**src/rtl/core/bpa_pkg.sv**
```systemverilog
// bpa_pkg: shared constants, action codes and controller/datapath structs
// for the bitmap page allocator; no dependencies
`default_nettype none

package bpa_pkg;

    localparam int DEFAULT_BITMAP_BYTES = 4096;

    // page numbers and byte numbers are bounded by the 13-bit active_bytes register
    localparam int CFG_W  = 13;
    localparam int BYTE_W = 13;
    localparam int PAGE_W = 16;
    localparam int IDX_W  = 15;
    localparam int CNT_W  = 16;

    localparam logic [CFG_W-1:0] ACTIVE_RESET = 13'd4096;
    localparam logic [7:0]       FULL_BYTE    = 8'hFF;

    localparam logic [1:0] ACT_ALLOC_ONE = 2'd0;
    localparam logic [1:0] ACT_ALLOC_RUN = 2'd1;
    localparam logic [1:0] ACT_MARK      = 2'd2;
    localparam logic [1:0] ACT_FREE      = 2'd3;

    typedef struct packed {
        logic clear_step;
        logic load_req;
        logic scan_start;
        logic scan_run;
        logic write_start;
        logic write_run;
        logic load_out;
        logic out_ok;
    } dp_cmd_t;

    typedef struct packed {
        logic clear_done;
        logic early_fail;
        logic is_scan;
        logic is_run;
        logic found;
        logic scan_end;
        logic write_end;
    } dp_status_t;

endpackage

`default_nettype wire

```
**src/rtl/core/bpa_ctrl.sv**
```systemverilog
// bpa_ctrl: request sequencer for the bitmap page allocator
// depends on bpa_pkg
`default_nettype none

module bpa_ctrl
    import bpa_pkg::*;
(
    input  wire logic       clk,
    input  wire logic       rst_n,
    input  wire logic       in_valid,
    output logic            in_ready,
    output logic            out_valid,
    input  wire logic       out_ready,
    output dp_cmd_t         cmd,
    input  wire dp_status_t status
);

    localparam logic [2:0] S_CLEAR  = 3'd0;
    localparam logic [2:0] S_IDLE   = 3'd1;
    localparam logic [2:0] S_START  = 3'd2;
    localparam logic [2:0] S_SCAN   = 3'd3;
    localparam logic [2:0] S_WSETUP = 3'd4;
    localparam logic [2:0] S_WRITE  = 3'd5;
    localparam logic [2:0] S_FINISH = 3'd6;

    logic [2:0] state_reg, state_next;
    logic       ok_reg, ok_next;
    logic       out_valid_reg, out_valid_next;

    always_comb
    begin
        state_next = state_reg;
        ok_next    = ok_reg;
        cmd        = '0;
        cmd.out_ok = ok_reg;
        in_ready   = 1'b0;
        unique case (state_reg)
            S_CLEAR:
            begin
                cmd.clear_step = !status.clear_done;
                if (status.clear_done)
                begin
                    state_next = S_IDLE;
                end
            end
            S_IDLE:
            begin
                in_ready = 1'b1;
                if (in_valid)
                begin
                    cmd.load_req = 1'b1;
                    state_next   = S_START;
                end
            end
            S_START:
            begin
                if (status.early_fail)
                begin
                    ok_next    = 1'b0;
                    state_next = S_FINISH;
                end
                else if (status.is_scan)
                begin
                    cmd.scan_start = 1'b1;
                    state_next     = S_SCAN;
                end
                else
                begin
                    state_next = S_WSETUP;
                end
            end
            S_SCAN:
            begin
                cmd.scan_run = 1'b1;
                if (status.found)
                begin
                    ok_next    = 1'b1;
                    state_next = status.is_run ? S_WSETUP : S_FINISH;
                end
                else if (status.scan_end)
                begin
                    ok_next    = 1'b0;
                    state_next = S_FINISH;
                end
            end
            S_WSETUP:
            begin
                cmd.write_start = 1'b1;
                state_next      = S_WRITE;
            end
            S_WRITE:
            begin
                cmd.write_run = 1'b1;
                if (status.write_end)
                begin
                    ok_next    = 1'b1;
                    state_next = S_FINISH;
                end
            end
            S_FINISH:
            begin
                if (!out_valid_reg || out_ready)
                begin
                    cmd.load_out = 1'b1;
                    state_next   = S_IDLE;
                end
            end
            default:
            begin
                state_next = S_IDLE;
            end
        endcase
    end

    always_comb
    begin
        if (cmd.load_out)
        begin
            out_valid_next = 1'b1;
        end
        else if (out_ready)
        begin
            out_valid_next = 1'b0;
        end
        else
        begin
            out_valid_next = out_valid_reg;
        end
    end

    assign out_valid = out_valid_reg;

    always_ff @(posedge clk or negedge rst_n)
    begin
        if (!rst_n)
        begin
            state_reg     <= S_CLEAR;
            ok_reg        <= 1'b0;
            out_valid_reg <= 1'b0;
        end
        else
        begin
            state_reg     <= state_next;
            ok_reg        <= ok_next;
            out_valid_reg <= out_valid_next;
        end
    end

endmodule

`default_nettype wire

```
**config.mk**
```make
export PLATFORM = sky130hd
export DESIGN_NAME = bpa_ctrl
export DESIGN_NICKNAME = d
export VERILOG_FILES = /design/src/rtl/core/bpa_pkg.sv /design/src/rtl/core/bpa_ctrl.sv
export SDC_FILE = /design/constraint.sdc
export NUM_CORES = 1
export LEC_CHECK = 0
export ABC_AREA = 1
export BUFFER_PORTS_ARGS = -buffer_cell sky130_fd_sc_hd__buf_4
export CAP_MARGIN = 20
export CORE_MARGIN = 2
export CORE_UTILIZATION = 25
export CTS_CLUSTER_SIZE = 28
export DETAILED_ROUTE_END_ITERATION = 6
export HOLD_SLACK_MARGIN = 0.1
export RECOVER_POWER = 50
export SLEW_MARGIN = 20
export SYNTH_ARGS = -nofsm -noshare
export SYNTH_HDL_FRONTEND = slang
export SYNTH_SLANG_ARGS = --single-unit
```
**constraint.sdc**
```tcl
create_clock -name clk -period 1.3 [get_ports clk]
set_input_delay 0.195 -clock clk [delete_from_list [all_inputs] [get_ports clk]]
set_output_delay 0.195 -clock clk [all_outputs]
set_load 0.01 [all_outputs]
```
==> Word-level counts from Yosys, hierarchy flattened <==
Index checks and enable logic that the tools add are counted.
{ "totals": {"wordCells": 52, "regBits": 5, "input_bits": 11} }
{ "classes": {"mux": 29, "reduce_logical": 8, "n_eq_ne": 12} }
{ "op_table": {"columns": ["cell", "count"], "rows": [
  ["two-way mux 3 bit", 8],
  ["case mux 3 bit (7 select lines)", 1],
  ["two-way mux 1 bit", 18],
  ["inequality test 2 bit (second input constant)", 5],
  ["equality test 3 bit (second input constant)", 3],
  ["equality test 3 x 2 -> 1 bit (second input constant)", 2],
  ["AND reduction 5 bit", 1],
  ["AND reduction 4 bit", 1],
  ["equality test 3 x 1 -> 1 bit (second input constant)", 1],
  ["logical NOT 3 bit", 1],
  ["inequality test 3 bit (second input constant)", 1],
  ["case mux 1 bit (3 select lines)", 1],
  ["nonzero test 3 bit", 1],
  ["logical NOT 1 bit", 2],
  ["two-way mux 2 bit", 1],
  ["nonzero test 2 bit", 1],
  ["logical OR 1 bit", 1]
]} }

==> Longest topological paths before layout <==
Gate-level depths: netlist of run 1.
{ "logic_depth": {"ltp_word": 5, "depth_mapped": 8} }

==> Worst setup path after synthesis of run 1 <==
OpenSTA, ideal clock, no wires.
{ "synth_timing": {"kind": "reg-to-output", "start": "reg state_reg[2]", "end": "out cmd[5] in the netlist's numbering", "path_stages_with_launch": 4, "required_time_ps": 1105, "setup_slack_ps": 183, "t_arrival_ps": 922, "n_path_buf": 0, "path_cell_list": "dfrtp_1 > inv_2 > nand2_1 > nor3_1"} }
{ "synth_lines": {"columns": ["element", "line_no", "text"], "rows": [
  ["from (decl)", "bpa_ctrl.sv:26", "logic [2:0] state_reg, state_next;"],
  ["from (signal assigned)", "bpa_ctrl.sv:143", "state_reg <= state_next;"],
  ["to (decl)", "bpa_ctrl.sv:14", "output dp_cmd_t cmd,"]
]} }

==> results by group, run 1 <==
Finish
  – Final instance count without filler cells: 135
  – Synth-to-layout area growth: 64.8%
  – Diode count: 0
  – Layout cells sized above 1: 0.491
  – Nets: 120
  – Final design area excluding fillers: 821 um^2
  – Largest register FFs: 3

Worst setup path
  – Required time worst endpoint: 1.11 ns
  – Flop-to-flop setup slack: 0 ns
  – CP startpoint kind: register
  – Reg-to-Reg Start: state_reg[0]
  – Worst reg2reg path depth: 8
  – WS Path Type: reg2out
  – CP Launch Point: state_reg[0]
  – Setup crit end: cmd[4]
  – Max FO, Critical Path: 7
  – Worst r2r dst: state_reg[2]
  – Worst EP arrival: 1.16 ns
  – Worst Setup End Kind: primary output

Outcome
  – Failing checks: setup timing
  – Status: finished with violations

Timing
  – Final setup margin: -0.0549 ns
  – Post-route setup TNS: -0.279 ns
  – Slew Viols, Final: 0
  – Min Hold Slack: 0.153 ns
  – Part of the cycle the worst path needs: 1.04
  – Final setup viols: 8
  – Worst slew margin: 0.823
  – Fin crit period: 1.35 ns
  – Clock Skew: 0.00263 ns
  – RSZ-0062 raised after global routing: true
  – Max Clk Rate: 0.738 GHz
  – Final Hold Viols: 0
  – Worst Tran Pin Value: 0.265 ns

Yosys
  – Synthesized flop and latch total: 5
  – Largest cells by area after synthesis: dfrtp_1 (25%), nand2_1 (21%), inv_1 (8.3%), nor2_4 (6.8%), nand3_1 (6.0%)
  – Synthesized net count: 88
  – Synth async-reset ratio: 1.00
  – Synthesis Warnings: 0
  – Syn Inst Count: 77
  – Sequential share of the synthesized area: 0.251
  – Yosys top cell by area: dfrtp_1
  – Distinct cells, synth: 17
  – Cell Area, Synth: 498 um^2
  – Mean Syn Cell Area: between 6 and 7 um^2
  – Most instantiated cells after synthesis: nand2_1 (28), inv_1 (11), nor2_1 (7), nand3_1 (6), dfrtp_1 (5)
  – Number of synthesized flops with an enable pin: 0
  – Top-count cell post-synth: nand2_1
  – Ys flop type: dfrtp_1
  – Top-area cell type share of the netlist area: 0.251

Route
  – Routed length per instance: between 8 and 9 um
  – DRC violations left: 0
  – Drt pass-1 iters: 4
  – DRT antenna net count: 0
  – Vias per std cell: 4.06
  – Detailed Route WL: 1210 um
  – DRT iter0 DRCs: 4
  – Vias: between 500 and 600

Job
  – Max-Cap Viols: 0

Clock network
  – Root buf cell: clkbuf_4
  – CTS H-tree depth: 1
  – Clk Latency, worst-skew pair: roughly 0.24 ns
  – TritonCTS clock tree: built
  – CTS Buf Count: 3
  – # clock sinks: 5
  – Clock Pin Slew Worst Setup and Hold Paths: 0.05 ns
  – Maximum clock insertion buffer count: 2

Pwr
  – Power per cell area: 2190 mW/mm^2
  – Leak Pwr: 0.456 nW
  – Max VDD drop: 747 uV

Global route
  – GR Util met1: 0.126
  – M3 GR Usage: 0.0123
  – Met2 Use GR: 0.171
  – Grt ovf: 0
  – Global routing's busiest layer: met2
  – Total Routing Usage GR: 0.106
  – Largest net degree at the start of global routing: 8
  – First-pass GRT wire length: 1970 um
  – Vias in the first global route: 468
  – Initial antenna violation count: 0

Placed design
  – IO Port Bufs: 20
  – DP Cell Count: 122
  – DP HPWL: 843 um
  – DP Area: approximately 660 um^2
  – GPL Wtd Cong: 0.691

Min path
  – Hold Crit Class: in2reg

Floorplan
  – Io pins: 21
  – Die height: 48.6 um
  – Chip width: 48.6 um
  – Initial core utilization: 0.259
  – Cell row count: 16
  – Placeable Area: 0.00192 mm^2
  – Die area: 0.00236 mm^2
critical path, stage by stage, from the launching register on:
cell,delay [ns]
dfrtp_2,0.46
buf_6,0.13
nand2_2,0.06
nor2_4,0.15
buf_6,0.12
cell usage in the layout, fill, tap and decap left out:
cell type,n
inv_1,11
o21bai_1,1
nand2_4,1
nor2_8,1
nor2_4,4
dfrtp_2,3
nand3_4,1
or2_2,2
nor3_4,1
o21ai_0,2
buf_6,6
clkbuf_4,3
buf_4,22
nand2_2,3
nor2_2,2
dfrtp_1,2
nand3_1,6
nand3_2,2
clkbuf_1,2
nor2_1,5
inv_4,1
inv_2,1
dlygate4sd3_1,1
nand2_1,25
how the worst min path moves through the flow:
stage,start,to,slack (ns),depth (start not counted)
after floorplan,rst_n,ok_reg,-0.10,0
after global placement,rst_n,ok_reg,-0.002,1
after detailed placement,rst_n,out_valid,0.0003,1
after CTS,out_ready,out_valid,0.15,2
after global routing,out_ready,out_valid,0.15,2
final,out_ready,out_valid,0.15,2
per-stage QoR:
step           setup WS, ns  power, mW   util
2_1_floorplan         0.183       1.01      -
3_3_place_gp         0.0804       1.25  0.345
3_5_place_dp         0.0679       1.26  0.345
4_1_cts             -0.0589       1.57  0.387
5_1_grt              -0.135       1.97  0.427
6_report            -0.0549       1.79  0.427
logic make-up (layout without fill, tap and decap cells):
group                  count (synthesis)  after routing  share of synthesized area
AOI/OAI and AO/OA                      3              3                     0.0352
DFF                                    5              5                      0.251
buffers and inverters                 16             47                      0.151
and+or+nand+nor                       53             53                      0.563
area by class of cell:
class	instances	area (um^2)
clock buffer	4	26.3
fill	216	1100
inverter	13	51.3
multi-input combinational	56	334
sequential	5	129
tap	27	33.8
timing repair buffer	30	246
routing by layer:
layer / part of all wire / routed length, um
met1: 0.42 / 507
met2: 0.52 / 627
met3: 0.038 / 46
met4: 0.024 / 29
met5: 0 / 0
where the power goes:
part           switching (mW)  internal [mW]  leakage, nW
Combinational           0.640          0.601        0.382
Clock                  0.0659          0.116       0.0150
Sequential              0.131          0.239       0.0598
Total                   0.837          0.957        0.456
timing repair:
| item | 4_1_cts | 5_1_grt |
|---|---|---|
| endpoints found under the setup margin | 7 | 11 |
| hold buffers | 1 | 0 |
| pin swaps | 1 | 3 |
| hold endpoints to repair | 5 | 0 |
| setup buffers | 4 | 4 |
| gates resized for setup | 6 | 13 |
Power figures use the tool's default switching activity.
==> run 2, diff against run 1 <==
- HOLD_SLACK_MARGIN: 0.1 -> unset
- SKIP_CTS_REPAIR_TIMING: unset -> 1
==> run 2 against run 1 <==
Net effect:
- the run still ends with setup timing left
- via count shrank 0.36%
- global-route usage is 0.79 points lower
- clock skew barely moved
- power shrank 0.36%
- sequential power rose by 5%
- register-to-register slack is essentially flat
- fmax shrank 1.9%
- sequential share of layout area increased by 0.12 points
- final cell count stayed put
- setup slack worse by 0.026 ns
- flip-flop and latch count stayed put
- die area stayed put
==> results by group, run 2 (synthesized netlist as in run 1, its figures left out) <==
Clock network
  – Maximum clock insertion buffer count: 2 (unchanged)
  – Root buf cell: clkbuf_4
  – Clock Pin Slew Worst Setup and Hold Paths: 0.05 ns (about the same)
  – TritonCTS clock tree: built
  – CTS H-tree depth: 1 (unchanged)
  – # clock sinks: 5 (unchanged)
  – CTS Buf Count: 3 (unchanged)
  – Clk Latency, worst-skew pair: 0.25 ns (about the same)

Finish
  – Final instance count without filler cells: 135 (unchanged)
  – Synth-to-layout area growth: 63.6%
  – Filler Cells Inserted: 213 (-1.4%)
  – Largest register FFs: 3 (unchanged)
  – Most frequent cells in the layout: nand2_1 (26), buf_4 (23), inv_1 (10)
  – Footprint of the multi-input gates: 332 um^2 (-0.75%)
  – Layout cells sized above 1: 0.491 (unchanged)
  – Commonest non-fill, non-tap cell in the layout: nand2_1
  – Nets: 120 (unchanged)
  – Final core utilization: 0.424 (-0.00326)
  – Sequential cell area: 129 um^2 (unchanged)
  – Diode count: 0 (unchanged)

Worst setup path
  – WS Path Type: reg2out
  – Max FO, Critical Path: 6 (-1)
  – Worst Setup End Kind: primary output
  – Required time worst endpoint: 1.11 ns (about the same)
  – CP startpoint kind: register
  – Worst EP arrival: 1.19 ns (+0.03 ns)

Timing
  – Slew Viols, Final: 0 (unchanged)
  – Part of the cycle the worst path needs: 1.06 (+0.0199)
  – Max Clk Rate: 0.724 GHz (-1.9%)
  – Clock Skew: 0.00283 ns (+0.000198 ns)
  – Final setup viols: 8 (unchanged)
  – Final Hold Viols: 0 (unchanged)
  – Worst Tran Pin Value: 0.253 ns (-0.0118 ns)
  – Fin crit period: 1.38 ns (+0.0258 ns)
  – Final setup margin: -0.0807 ns (-0.0258 ns)
  – RSZ-0062 raised after global routing: true
  – Worst slew margin: 0.831 (+0.00789)
  – Post-route setup TNS: -0.356 ns (-0.0764 ns)

Floorplan
  – Io pins: 21 (unchanged)
  – Die height: 48.6 um (unchanged)
  – Die area: 0.00236 mm^2 (unchanged)
  – Cell row count: 16 (unchanged)
  – Initial core utilization: 0.259 (unchanged)
  – Placeable Area: 0.00192 mm^2 (unchanged)
  – Chip width: 48.6 um (unchanged)

Outcome
  – Failing checks: setup timing
  – Status: finished with violations

Job
  – Max-Cap Viols: 0 (unchanged)

Route
  – DRT iter0 DRCs: 7 (+3)
  – DRT antenna net count: 0 (unchanged)
  – Routed length per instance: 9.14 um (+2.0%)
  – Vias: 546 (-0.36%)
  – Drt pass-1 iters: 4 (unchanged)
  – Vias per std cell: 4.04 (-0.36%)
  – Detailed Route WL: 1230 um (+2.0%)
  – DRC violations left: 0 (unchanged)

Placed design
  – GPL Wtd Cong: 0.691 (unchanged)
  – DP Cell Count: 122 (unchanged)
  – DP HPWL: 843 um (unchanged)
  – IO Port Bufs: 20 (unchanged)

Pwr
  – Max VDD drop: 763 uV (+2.2%)
  – Leak Pwr: 0.456 nW (-0.12%)
  – Power per cell area: 2190 mW/mm^2 (+0.40%)

Global route
  – Grt ovf: 0 (unchanged)
  – Total Routing Usage GR: 0.0982 (-0.00794)
  – Largest net degree at the start of global routing: 9 (+1)
  – Initial antenna violation count: 0 (unchanged)
  – First-pass GRT wire length: 1810 um (-8.1%)
  – Vias in the first global route: 440 (-6.0%)

Min path
  – Hold Crit Class: in2reg
[run 2: cell type report]
| class | count | share of cell area |
|---|---|---|
| repair buffers | 30 | 0.298 |
| multi-input cells | 56 | 0.407 |
| flip-flops and latches | 5 | 0.158 |
| clock buffers | 4 | 0.0323 |
| well taps | 27 | 0.0415 |
| inverters | 13 | 0.0630 |
[run 2: where the power goes]
part / total, mW / internal, mW / switching [mW] / leakage, nW
logic: 1.21 / 0.590 / 0.624 / 0.381
registers: 0.390 / 0.239 / 0.150 / 0.0598
clock network: 0.184 / 0.116 / 0.0675 / 0.0150
[run 2: worst max-delay path, cell delays in order, from the launching register on]
cell and delay, ns:
dfrtp_2 0.46, inv_4 0.10, nand2_4 0.07, nor3_4 0.19, buf_6 0.12
[run 2: routing by layer]
| layer | wire, um | vias to the layer above | part of all wire | track usage |
|---|---|---|---|---|
| met5 | 0 | - | 0 | 0 |
| met4 | 51 | 0 | 0.041 | 0.0857 |
| met3 | 57 | 4 | 0.046 | 0.0123 |
| met2 | 634 | 14 | 0.51 | 0.151 |
| met1 | 491 | 237 | 0.40 | 0.120 |
| li1 | - | 291 | - | - |
[run 2: worst paths after layout]
| kind | from | cells past startpoint | to | slack, ns |
|---|---|---|---|---|
| worst max-delay path | state_reg[2] | 4 | cmd[5] | -0.08 |
| worst min-delay path | out_ready | 2 | out_valid | 0.15 |
| worst max register to register | state_reg[1] | 9 | state_reg[2] | 0 |
| worst min register to register | ok_reg | 2 | ok_reg | 0.47 |
| max in group asynchronous | rst_n | 2 | state_reg[0] | 0.75 |
| min in group asynchronous | rst_n | 2 | out_valid | 0.32 |
[run 2: stage by stage]
stage / setup slack (ns) / instance area, um^2 / total power [mW] / hold WS (ns)
finish: -0.0807 / 815 / 1.79 / 0.152
global route: -0.148 / 815 / 1.95 / 0.155
CTS: -0.180 / 689 / 1.45 / -0.268
detailed placement: 0.0679 / 663 / 1.26 / 0.000285
global placement: 0.0804 / 663 / 1.25 / -0.00205
floorplan: 0.183 / 498 / 1.01 / -0.101
